===== src/sv/tbrl_pkg.sv =====
// Shared types and constants for the token bucket rate limiter.
package tbrl_pkg;

  // Configuration register indexes
  typedef enum logic [0:0] {
    REG_CAPACITY = 1'b0,
    REG_RATE     = 1'b1
  } reg_idx_t;

  localparam int CFG_W      = 16;
  localparam int TENTHS_W   = 16;

  localparam logic [CFG_W-1:0]    DEFAULT_CAP  = 16'd20;
  localparam logic [CFG_W-1:0]    DEFAULT_RATE = 16'd10;
  localparam logic [TENTHS_W-1:0] TENTHS_MAX   = 16'hFFFF;
  localparam logic [TENTHS_W-1:0] GRANT_COST   = 16'd10;
  localparam logic [4:0]          CAP_SCALE    = 5'd10;

  // Elapsed time beyond 2^DELTA_BITS ms, or a product beyond 2^DELTA_BITS,
  // always fills the bucket: 100 * 65535 stays below 2^23.
  localparam int DELTA_BITS  = 23;
  localparam int MUL_W       = DELTA_BITS + CFG_W;

  // floor(x / 100) = (x * RECIP) >> RECIP_SHIFT for every x below 2^23
  localparam int RECIP_W     = 24;
  localparam int RECIP_SHIFT = 30;
  localparam logic [RECIP_W-1:0] RECIP = 24'd10737419;
  localparam int QPROD_W     = DELTA_BITS + RECIP_W;
  localparam int QUOT_W      = QPROD_W - RECIP_SHIFT;

  // Refill candidate computed against one possible last refill time
  typedef struct packed {
    logic [DELTA_BITS-1:0] prod;   // elapsed_ms * rate, low bits
    logic                  sat;    // refill reaches capacity for sure
    logic                  first;  // limiter not started
  } cand_t;

endpackage


===== src/sv/tbrl_cfg.sv =====
// Configuration registers with derived capacity in tenths and effective rate.
module tbrl_cfg (
  input  logic                         clk,
  input  logic                         rst_n,
  input  logic                         cfg_we,
  input  logic [0:0]                   cfg_addr,
  input  logic [tbrl_pkg::CFG_W-1:0]   cfg_wdata,
  output logic [tbrl_pkg::TENTHS_W-1:0] cap_tenths,
  output logic [tbrl_pkg::CFG_W-1:0]   rate_eff
);
  import tbrl_pkg::*;

  logic [TENTHS_W-1:0] cap_tenths_r;
  logic [TENTHS_W-1:0] cap_tenths_nxt;
  logic [CFG_W-1:0]    rate_eff_r;
  logic [CFG_W-1:0]    rate_eff_nxt;
  logic [CFG_W-1:0]    cap_eff;
  logic [CFG_W+3:0]    cap_scaled;

  // Substitute defaults for zero and clamp capacity in tenths
  always_comb begin
    cap_eff        = (cfg_wdata == '0) ? DEFAULT_CAP : cfg_wdata;
    cap_scaled     = (CFG_W+4)'(cap_eff) * (CFG_W+4)'(CAP_SCALE);
    cap_tenths_nxt = (cap_scaled > (CFG_W+4)'(TENTHS_MAX)) ? TENTHS_MAX
                                                           : cap_scaled[TENTHS_W-1:0];
    rate_eff_nxt   = (cfg_wdata == '0) ? DEFAULT_RATE : cfg_wdata;
  end

  // Capture writes
  always_ff @(posedge clk) begin
    if (!rst_n) begin
      cap_tenths_r <= TENTHS_W'(DEFAULT_CAP) * TENTHS_W'(CAP_SCALE);
      rate_eff_r   <= DEFAULT_RATE;
    end else if (cfg_we) begin
      unique case (reg_idx_t'(cfg_addr))
        REG_CAPACITY: cap_tenths_r <= cap_tenths_nxt;
        REG_RATE:     rate_eff_r   <= rate_eff_nxt;
      endcase
    end
  end

  assign cap_tenths = cap_tenths_r;
  assign rate_eff   = rate_eff_r;

endmodule


===== src/sv/tbrl_refill.sv =====
// Input register and refill product stage with two last-refill candidates.
module tbrl_refill #(
  parameter int TIME_BITS = 48
) (
  input  logic                       clk,
  input  logic                       rst_n,
  input  logic                       in_valid,
  output logic                       in_ready,
  input  logic [TIME_BITS-1:0]       in_now,
  input  logic [tbrl_pkg::CFG_W-1:0] rate_eff,
  input  logic [TIME_BITS-1:0]       last_time,
  input  logic                       commit_adv,
  input  logic                       bkt_ready,
  output logic                       s2_valid,
  output logic [TIME_BITS-1:0]       s2_now,
  output tbrl_pkg::cand_t            s2_cand
);
  import tbrl_pkg::*;

  logic                 s1_valid_r;
  logic [TIME_BITS-1:0] s1_now_r;
  logic                 s2_valid_r;
  logic [TIME_BITS-1:0] s2_now_r;
  cand_t                cand_a_r;
  cand_t                cand_b_r;
  logic                 sel_r;
  cand_t                cand_a;
  cand_t                cand_b;
  logic                 s2_ready;
  logic                 s2_fire;
  logic                 s1_move;

  // Elapsed time against one base, clamped, times the rate
  function automatic cand_t build_cand(input logic [TIME_BITS-1:0] now,
                                       input logic [TIME_BITS-1:0] base,
                                       input logic [CFG_W-1:0]     rate);
    logic [TIME_BITS:0]   diff;
    logic [TIME_BITS-1:0] delta;
    logic [MUL_W-1:0]     prod;
    cand_t                c;
    diff    = {1'b0, now} - {1'b0, base};
    delta   = diff[TIME_BITS] ? '0 : diff[TIME_BITS-1:0];
    prod    = MUL_W'(delta[DELTA_BITS-1:0]) * MUL_W'(rate);
    c.sat   = (|delta[TIME_BITS-1:DELTA_BITS]) || (|prod[MUL_W-1:DELTA_BITS]);
    c.prod  = prod[DELTA_BITS-1:0];
    c.first = (base == '0);
    return c;
  endfunction

  // Handshake through the two stages
  assign s2_ready = !s2_valid_r || bkt_ready;
  assign s2_fire  = s2_valid_r && bkt_ready;
  assign s1_move  = s1_valid_r && s2_ready;
  assign in_ready = !s1_valid_r || s2_ready;

  // Candidate A: the word ahead moves last refill to its own time.
  // Candidate B: last refill stays as committed now.
  assign cand_a = build_cand(s1_now_r, s2_now_r, rate_eff);
  assign cand_b = build_cand(s1_now_r, last_time, rate_eff);

  always_ff @(posedge clk) begin
    if (!rst_n) begin
      s1_valid_r <= 1'b0;
      s2_valid_r <= 1'b0;
    end else begin
      if (in_ready) begin
        s1_valid_r <= in_valid;
      end
      if (s2_ready) begin
        s2_valid_r <= s1_valid_r;
      end
    end
  end

  // Advance payload
  always_ff @(posedge clk) begin
    if (in_valid && in_ready) begin
      s1_now_r <= in_now;
    end
    if (s1_move) begin
      s2_now_r <= s1_now_r;
      cand_a_r <= cand_a;
      cand_b_r <= cand_b;
      sel_r    <= s2_fire && commit_adv;
    end
  end

  assign s2_valid = s2_valid_r;
  assign s2_now   = s2_now_r;
  assign s2_cand  = sel_r ? cand_a_r : cand_b_r;

endmodule


===== src/sv/tbrl_bucket.sv =====
// Bucket state update, grant decision and result register.
module tbrl_bucket #(
  parameter int TIME_BITS = 48
) (
  input  logic                          clk,
  input  logic                          rst_n,
  input  logic                          s2_valid,
  input  logic [TIME_BITS-1:0]          s2_now,
  input  tbrl_pkg::cand_t               s2_cand,
  input  logic [tbrl_pkg::TENTHS_W-1:0] cap_tenths,
  output logic                          bkt_ready,
  output logic                          commit_adv,
  output logic [TIME_BITS-1:0]          last_time,
  output logic                          out_valid,
  input  logic                          out_ready,
  output logic                          out_granted,
  output logic [tbrl_pkg::TENTHS_W-1:0] out_left
);
  import tbrl_pkg::*;

  logic [TENTHS_W-1:0]  held_r;
  logic [TENTHS_W-1:0]  held_nxt;
  logic [TIME_BITS-1:0] last_r;
  logic                 out_valid_r;
  logic                 granted_r;
  logic [TENTHS_W-1:0]  left_r;
  logic [QPROD_W-1:0]   q_full;
  logic [QUOT_W-1:0]    add;
  logic [QUOT_W:0]      sum;
  logic [TENTHS_W-1:0]  total;
  logic                 adv;
  logic                 grant;
  logic                 fire;

  assign bkt_ready = !out_valid_r || out_ready;
  assign fire      = s2_valid && bkt_ready;

  // Divide the product by one hundred through the reciprocal
  assign q_full = QPROD_W'(s2_cand.prod) * QPROD_W'(RECIP);
  assign add    = q_full[QPROD_W-1:RECIP_SHIFT];
  assign sum    = (QUOT_W+1)'(held_r) + (QUOT_W+1)'(add);

  // Refill, saturate at capacity, then take one token if held
  always_comb begin
    total = held_r;
    adv   = 1'b0;
    if (s2_cand.first) begin
      total = cap_tenths;
      adv   = 1'b1;
    end else if (s2_cand.sat || (add >= QUOT_W'(cap_tenths))) begin
      total = cap_tenths;
      adv   = 1'b1;
    end else if (add != '0) begin
      adv   = 1'b1;
      total = (sum > (QUOT_W+1)'(cap_tenths)) ? cap_tenths : sum[TENTHS_W-1:0];
    end
    grant    = (total >= GRANT_COST);
    held_nxt = grant ? (total - GRANT_COST) : total;
  end

  assign commit_adv = fire && adv;

  always_ff @(posedge clk) begin
    if (!rst_n) begin
      held_r      <= '0;
      last_r      <= '0;
      out_valid_r <= 1'b0;
    end else begin
      if (fire) begin
        held_r <= held_nxt;
      end
      if (commit_adv) begin
        last_r <= s2_now;
      end
      if (bkt_ready) begin
        out_valid_r <= s2_valid;
      end
    end
  end

  // Hold the result word until taken
  always_ff @(posedge clk) begin
    if (fire) begin
      granted_r <= grant;
      left_r    <= held_nxt;
    end
  end

  assign last_time   = last_r;
  assign out_valid   = out_valid_r;
  assign out_granted = granted_r;
  assign out_left    = left_r;

endmodule


===== src/sv/token_bucket_rate_limiter.sv =====
// Top level of the token bucket rate limiter.
//
//   port group   dir   fields (lowest bit first)
//   in_*         in    tdata: now_ms[TIME_BITS-1:0], zero fill to whole bytes
//   out_*        out   tdata: granted[0], tenths_left[16:1], zero fill [23:17]
//   cfg_*        in    addr 0 bucket_capacity, addr 1 refill_rate, 16-bit data
//
// One word per cycle sustained while results are taken as they appear; a word
// passes from the input register through the product stage to the result
// register, where its result waits until taken.
// The cycle rate is set by the bucket stage: reciprocal divide, add, clamp
// and token take feed the bucket register each cycle.
// Reset (synchronous): bucket empty, limiter not started, capacity 20, rate 10.
// A stalled result holds the pipeline; in_tready drops only when all three
// stages are full.
module token_bucket_rate_limiter #(
  parameter int TIME_BITS = 48
) (
  input  logic                                   clk,
  input  logic                                   rst_n,
  input  logic                                   in_tvalid,
  output logic                                   in_tready,
  input  logic [((TIME_BITS+7)/8)*8-1:0]         in_tdata,   // now_ms, zero fill
  output logic                                   out_tvalid,
  input  logic                                   out_tready,
  output logic [23:0]                            out_tdata,  // granted, tenths_left, zero fill
  input  logic                                   cfg_we,
  input  logic [0:0]                             cfg_addr,
  input  logic [tbrl_pkg::CFG_W-1:0]             cfg_wdata
);
  import tbrl_pkg::*;

  localparam int OUT_PAD = 24 - 1 - TENTHS_W;

  logic [TENTHS_W-1:0]  cap_tenths;
  logic [CFG_W-1:0]     rate_eff;
  logic [TIME_BITS-1:0] last_time;
  logic                 commit_adv;
  logic                 bkt_ready;
  logic                 s2_valid;
  logic [TIME_BITS-1:0] s2_now;
  cand_t                s2_cand;
  logic                 out_granted;
  logic [TENTHS_W-1:0]  out_left;

  tbrl_cfg u_cfg (
    .clk        (clk),
    .rst_n      (rst_n),
    .cfg_we     (cfg_we),
    .cfg_addr   (cfg_addr),
    .cfg_wdata  (cfg_wdata),
    .cap_tenths (cap_tenths),
    .rate_eff   (rate_eff)
  );

  tbrl_refill #(
    .TIME_BITS (TIME_BITS)
  ) u_refill (
    .clk        (clk),
    .rst_n      (rst_n),
    .in_valid   (in_tvalid),
    .in_ready   (in_tready),
    .in_now     (in_tdata[TIME_BITS-1:0]),
    .rate_eff   (rate_eff),
    .last_time  (last_time),
    .commit_adv (commit_adv),
    .bkt_ready  (bkt_ready),
    .s2_valid   (s2_valid),
    .s2_now     (s2_now),
    .s2_cand    (s2_cand)
  );

  tbrl_bucket #(
    .TIME_BITS (TIME_BITS)
  ) u_bucket (
    .clk         (clk),
    .rst_n       (rst_n),
    .s2_valid    (s2_valid),
    .s2_now      (s2_now),
    .s2_cand     (s2_cand),
    .cap_tenths  (cap_tenths),
    .bkt_ready   (bkt_ready),
    .commit_adv  (commit_adv),
    .last_time   (last_time),
    .out_valid   (out_tvalid),
    .out_ready   (out_tready),
    .out_granted (out_granted),
    .out_left    (out_left)
  );

  // Pack the result word
  assign out_tdata = {OUT_PAD'(0), out_left, out_granted};

  // A word leaving the product stage lands in the result register
  a_stage_to_out: assert property (@(posedge clk) disable iff (!rst_n)
    (s2_valid && bkt_ready) |=> out_tvalid)
    else $error("word lost between product stage and result register");

  // A grant always leaves room for the token taken
  a_grant_room: assert property (@(posedge clk) disable iff (!rst_n)
    (out_tvalid && out_granted) |-> (out_left <= (TENTHS_MAX - GRANT_COST)))
    else $error("granted result with too many tenths left");

  // Last refill time moves only on a committed advance
  a_last_hold: assert property (@(posedge clk) disable iff (!rst_n)
    ($past(rst_n) && !$past(commit_adv)) |-> $stable(last_time))
    else $error("last refill time changed without an advance");

endmodule

===== config.mk =====
export PLATFORM = sky130hd
export DESIGN_NAME = token_bucket_rate_limiter
export DESIGN_NICKNAME = d
export VERILOG_FILES = /design/src/sv/tbrl_pkg.sv /design/src/sv/tbrl_cfg.sv /design/src/sv/tbrl_refill.sv /design/src/sv/tbrl_bucket.sv /design/src/sv/token_bucket_rate_limiter.sv
export SDC_FILE = /design/constraint.sdc
export NUM_CORES = 2
export LEC_CHECK = 0
export BUFFER_PORTS_ARGS = -buffer_cell sky130_fd_sc_hd__buf_2
export CORE_ASPECT_RATIO = 1.25
export CORE_UTILIZATION = 50
export CTS_BUF_LIST = sky130_fd_sc_hd__clkbuf_16
export DETAILED_ROUTE_END_ITERATION = 12
export GPL_TIMING_DRIVEN = 0
export PLACE_DENSITY_LB_ADDON = 0.15
export SLEW_MARGIN = 20
export SYNTH_ARGS = -nofsm -noshare
export SYNTH_HDL_FRONTEND = slang
export SYNTH_SLANG_ARGS = --single-unit

===== constraint.sdc =====
create_clock -name clk -period 10.89 [get_ports clk]
set_clock_uncertainty 0.2 [all_clocks]
set_input_delay 2.7225 -clock clk [delete_from_list [all_inputs] [get_ports clk]]
set_output_delay 2.7225 -clock clk [all_outputs]
set_load 0.02 [all_outputs]

==> results.ini <==
[hold_path]
min_path_type = reg2reg
min_path_cells = 2

[routing]
firstDrtPassIters = 5
wl_per_cell_um = 20.7
vias = 40800
avgViaCountPerCell = 5.56
ant_nets = 0
post-route-drc-count = 0
detailedRoute.firstIterationViolations = 2524
wirelength_um = 152000

[global_route]
grt_antenna_before_repair = 11
grt-busiest-layer = met2
overflow = 0
grt_pass1_vias = 42400
grt.met2_usage = 0.537
grt_max_degree = 27
grt_first_pass_wirelength_um = 236000
grt_usage = 0.299
use_met3 = 0.0353
use_met1 = 0.347

[synth]
ys_seq_area_frac = 0.136
syn_avg_cell_area_um2 = 9.04
synth_edf_count = 164
netlist_area_um2 = 50900
synth_cell_type_count = 95
ys_async_sr_fraction = 0
ys.warnings.count = 0
synthCells = 5626
ys.flop_type = edfxtp_1
synth-seq-cells = 263

[sta]
grt_setup_unrepaired = yes
setup_violations = 33
hold_viol = 0
min_period_ns = 11.70
fin_ws_ns = -0.811
worst_pin_slew_ns = 1.12
timing.final.crit_share = 1.07
slew_viol_final = 0
fmax_mhz = 85.5
relSlewSlack = 0.244

[clocking]
root_buffer = clkbuf_16
clk_latency_ns = 0.65
cts_hold_buf = 0
path_clk_slew_ns = 0.06
cts.sinks = 263
cts_tree = yes
cts.htree.levels = 1
clockBufferDepth = 3
cts_buffers = 31

[critical_path]
cp.required_ns = 11.04
critPathKind = reg2reg
reg2regPathDepth = 54
critPathMostFrequentCell = fa_1
worst_setup_path_end_kind = register
critPathMaxStageDelay_ns = 0.54
crit_fanout = 10
slowest_stage = fa_1
cp-start-kind = register
crit_arrival_ns = 11.85

[placement]
gp_congestion = 0.942
hpwl_um = 124000
pre_cts_ws_ns = -3.44
numPortBuffers = 87

[floorplan]
die_y_um = 359
rows = 130
dieArea_um2 = 103000
initial_core_util = 0.505
die_x_um = 287
io_pins = 96
core_area_um2 = 101000

[status]
status = finished with violations
violations = negative setup slack

[final_layout]
drive_gt1_frac = 0.143
final_cell_mix = 1,104 x inv_1, 765 x fa_1, 597 x ha_1, 578 x nand2_1, 422 x and2_1
mostFrequentLayoutCell = inv_1
nets = 7485
fin_util = 0.587
areaGrowthSynthToFinish_pct = 16.2

[job]
maxCapViolCount = 0

[final timing paths]
kind | start | to | slack, ns
setup / recovery | u_refill.s1_now_r[0] | u_refill.cand_b_r[1] | -0.81
hold / removal | u_bucket.last_time[27] | u_bucket.last_time[27] | 0.28
setup reg to reg | u_refill.s1_now_r[0] | u_refill.cand_b_r[1] | -0.81
hold reg to reg | u_bucket.last_time[27] | u_bucket.last_time[27] | 0.28
[critical path: cells and delay by family, from the launching register on]
| kind | cells | cell delay, ns |
|---|---|---|
| buffers and inverters | 14 | 1.66 |
| and+or+nand+nor | 13 | 2.28 |
| DFF | 1 | 0.51 |
| adders and majority gates | 9 | 3.60 |
| AOI/OAI and AO/OA | 18 | 3.12 |
[cell families (layout without fill, tap and decap cells)]
kind of cell	Yosys count	count (layout)	share of synthesized area
xor gates and xnor gates	144	144	0.0248
DFF	263	263	0.136
buffers and inverters	1349	1735	0.101
AOI/OAI and AO/OA	811	811	0.108
other	1	9	0.0000737
muxes	42	42	0.00846
and+or+nand+nor	1594	1594	0.157
adders and majority gates	1422	1422	0.465
[layout make-up]
| class | instances | area, um2 |
|---|---|---|
| clock buffer | 31 | 776 |
| antenna | 2 | 5.00 |
| timing repair buffer | 330 | 2610 |
| clock inverter | 27 | 340 |
| multi-input combinational | 4020 | 41300 |
| inverter | 1144 | 4320 |
| fill | 8862 | 41600 |
| tap | 1320 | 1650 |
| sequential | 263 | 6910 |
| buffer | 203 | 1240 |
[timing repair]
action / in CTS / in global routing
buffers inserted: 156 / 72
gates resized for setup: 479 / 200
gates cloned: 7 / 1
pin swaps: 196 / 127
endpoints found under the setup margin: 105 / 84
[layer usage]
metal / vias up / wire (um)
met1: 20500 / 57000
met2: 1146 / 77400
met4: 8 / 10100
met5: - / 50
met3: 380 / 7530
li1: 18800 / -
[state kept, by name (all words and copies together) (netlist names), 16 cells and up]
name / flops
u_bucket.last_time: 48
u_refill.s1_now_r: 48
u_refill.s2_now: 48
u_refill.cand_a_r: 25
u_refill.cand_b_r: 25
u_bucket.held_r: 16
u_bucket.out_left: 16
u_cfg.cap_tenths: 16
u_cfg.rate_eff: 16
[synth_stat cells, types with 11 or more instances]
cell,number,share of area
nand4_1,29,0.0036
nor4_1,44,0.0054
nor2_1,190,0.014
inv_1,1144,0.084
and2_1,425,0.052
nor3_1,60,0.0059
a31oi_1,31,0.0038
or2_2,11,0.0014
o221a_2,12,0.0027
a21oi_1,217,0.021
nand2b_1,41,0.0050
a21boi_0,78,0.012
mux2i_1,34,0.0067
a21o_1,95,0.014
nor2b_1,44,0.0054
nand2_1,595,0.044
o21ai_0,123,0.012
xnor2_1,91,0.016
and3_1,32,0.0039
ha_1,640,0.16
o31ai_1,18,0.0027
nand3_1,74,0.0073
o211ai_1,20,0.0030
o2111ai_1,13,0.0022
a211oi_1,16,0.0024
o21bai_1,23,0.0034
dfxtp_1,99,0.039
fa_1,782,0.31
edfxtp_1,164,0.097
clkbuf_1,187,0.014
o21a_1,46,0.0068
xor2_1,53,0.0091
[through the flow]
stage	instances	area, um2	setup TNS [ns]	hold slack [ns]
2_1_floorplan	5632	51000	0	0.226
3_3_place_gp	7039	53100	-217.49	0.267
3_5_place_dp	7047	53300	-132.99	0.274
4_1_cts	7266	57900	-12.96	0.283
5_1_grt	7338	59100	-33.04	0.299
6_report	7340	59100	-19.67	0.279
Power is left out: the tool's default activity adds up to more than one toggle a clock period on the data nets, which glitch-free logic cannot reach.
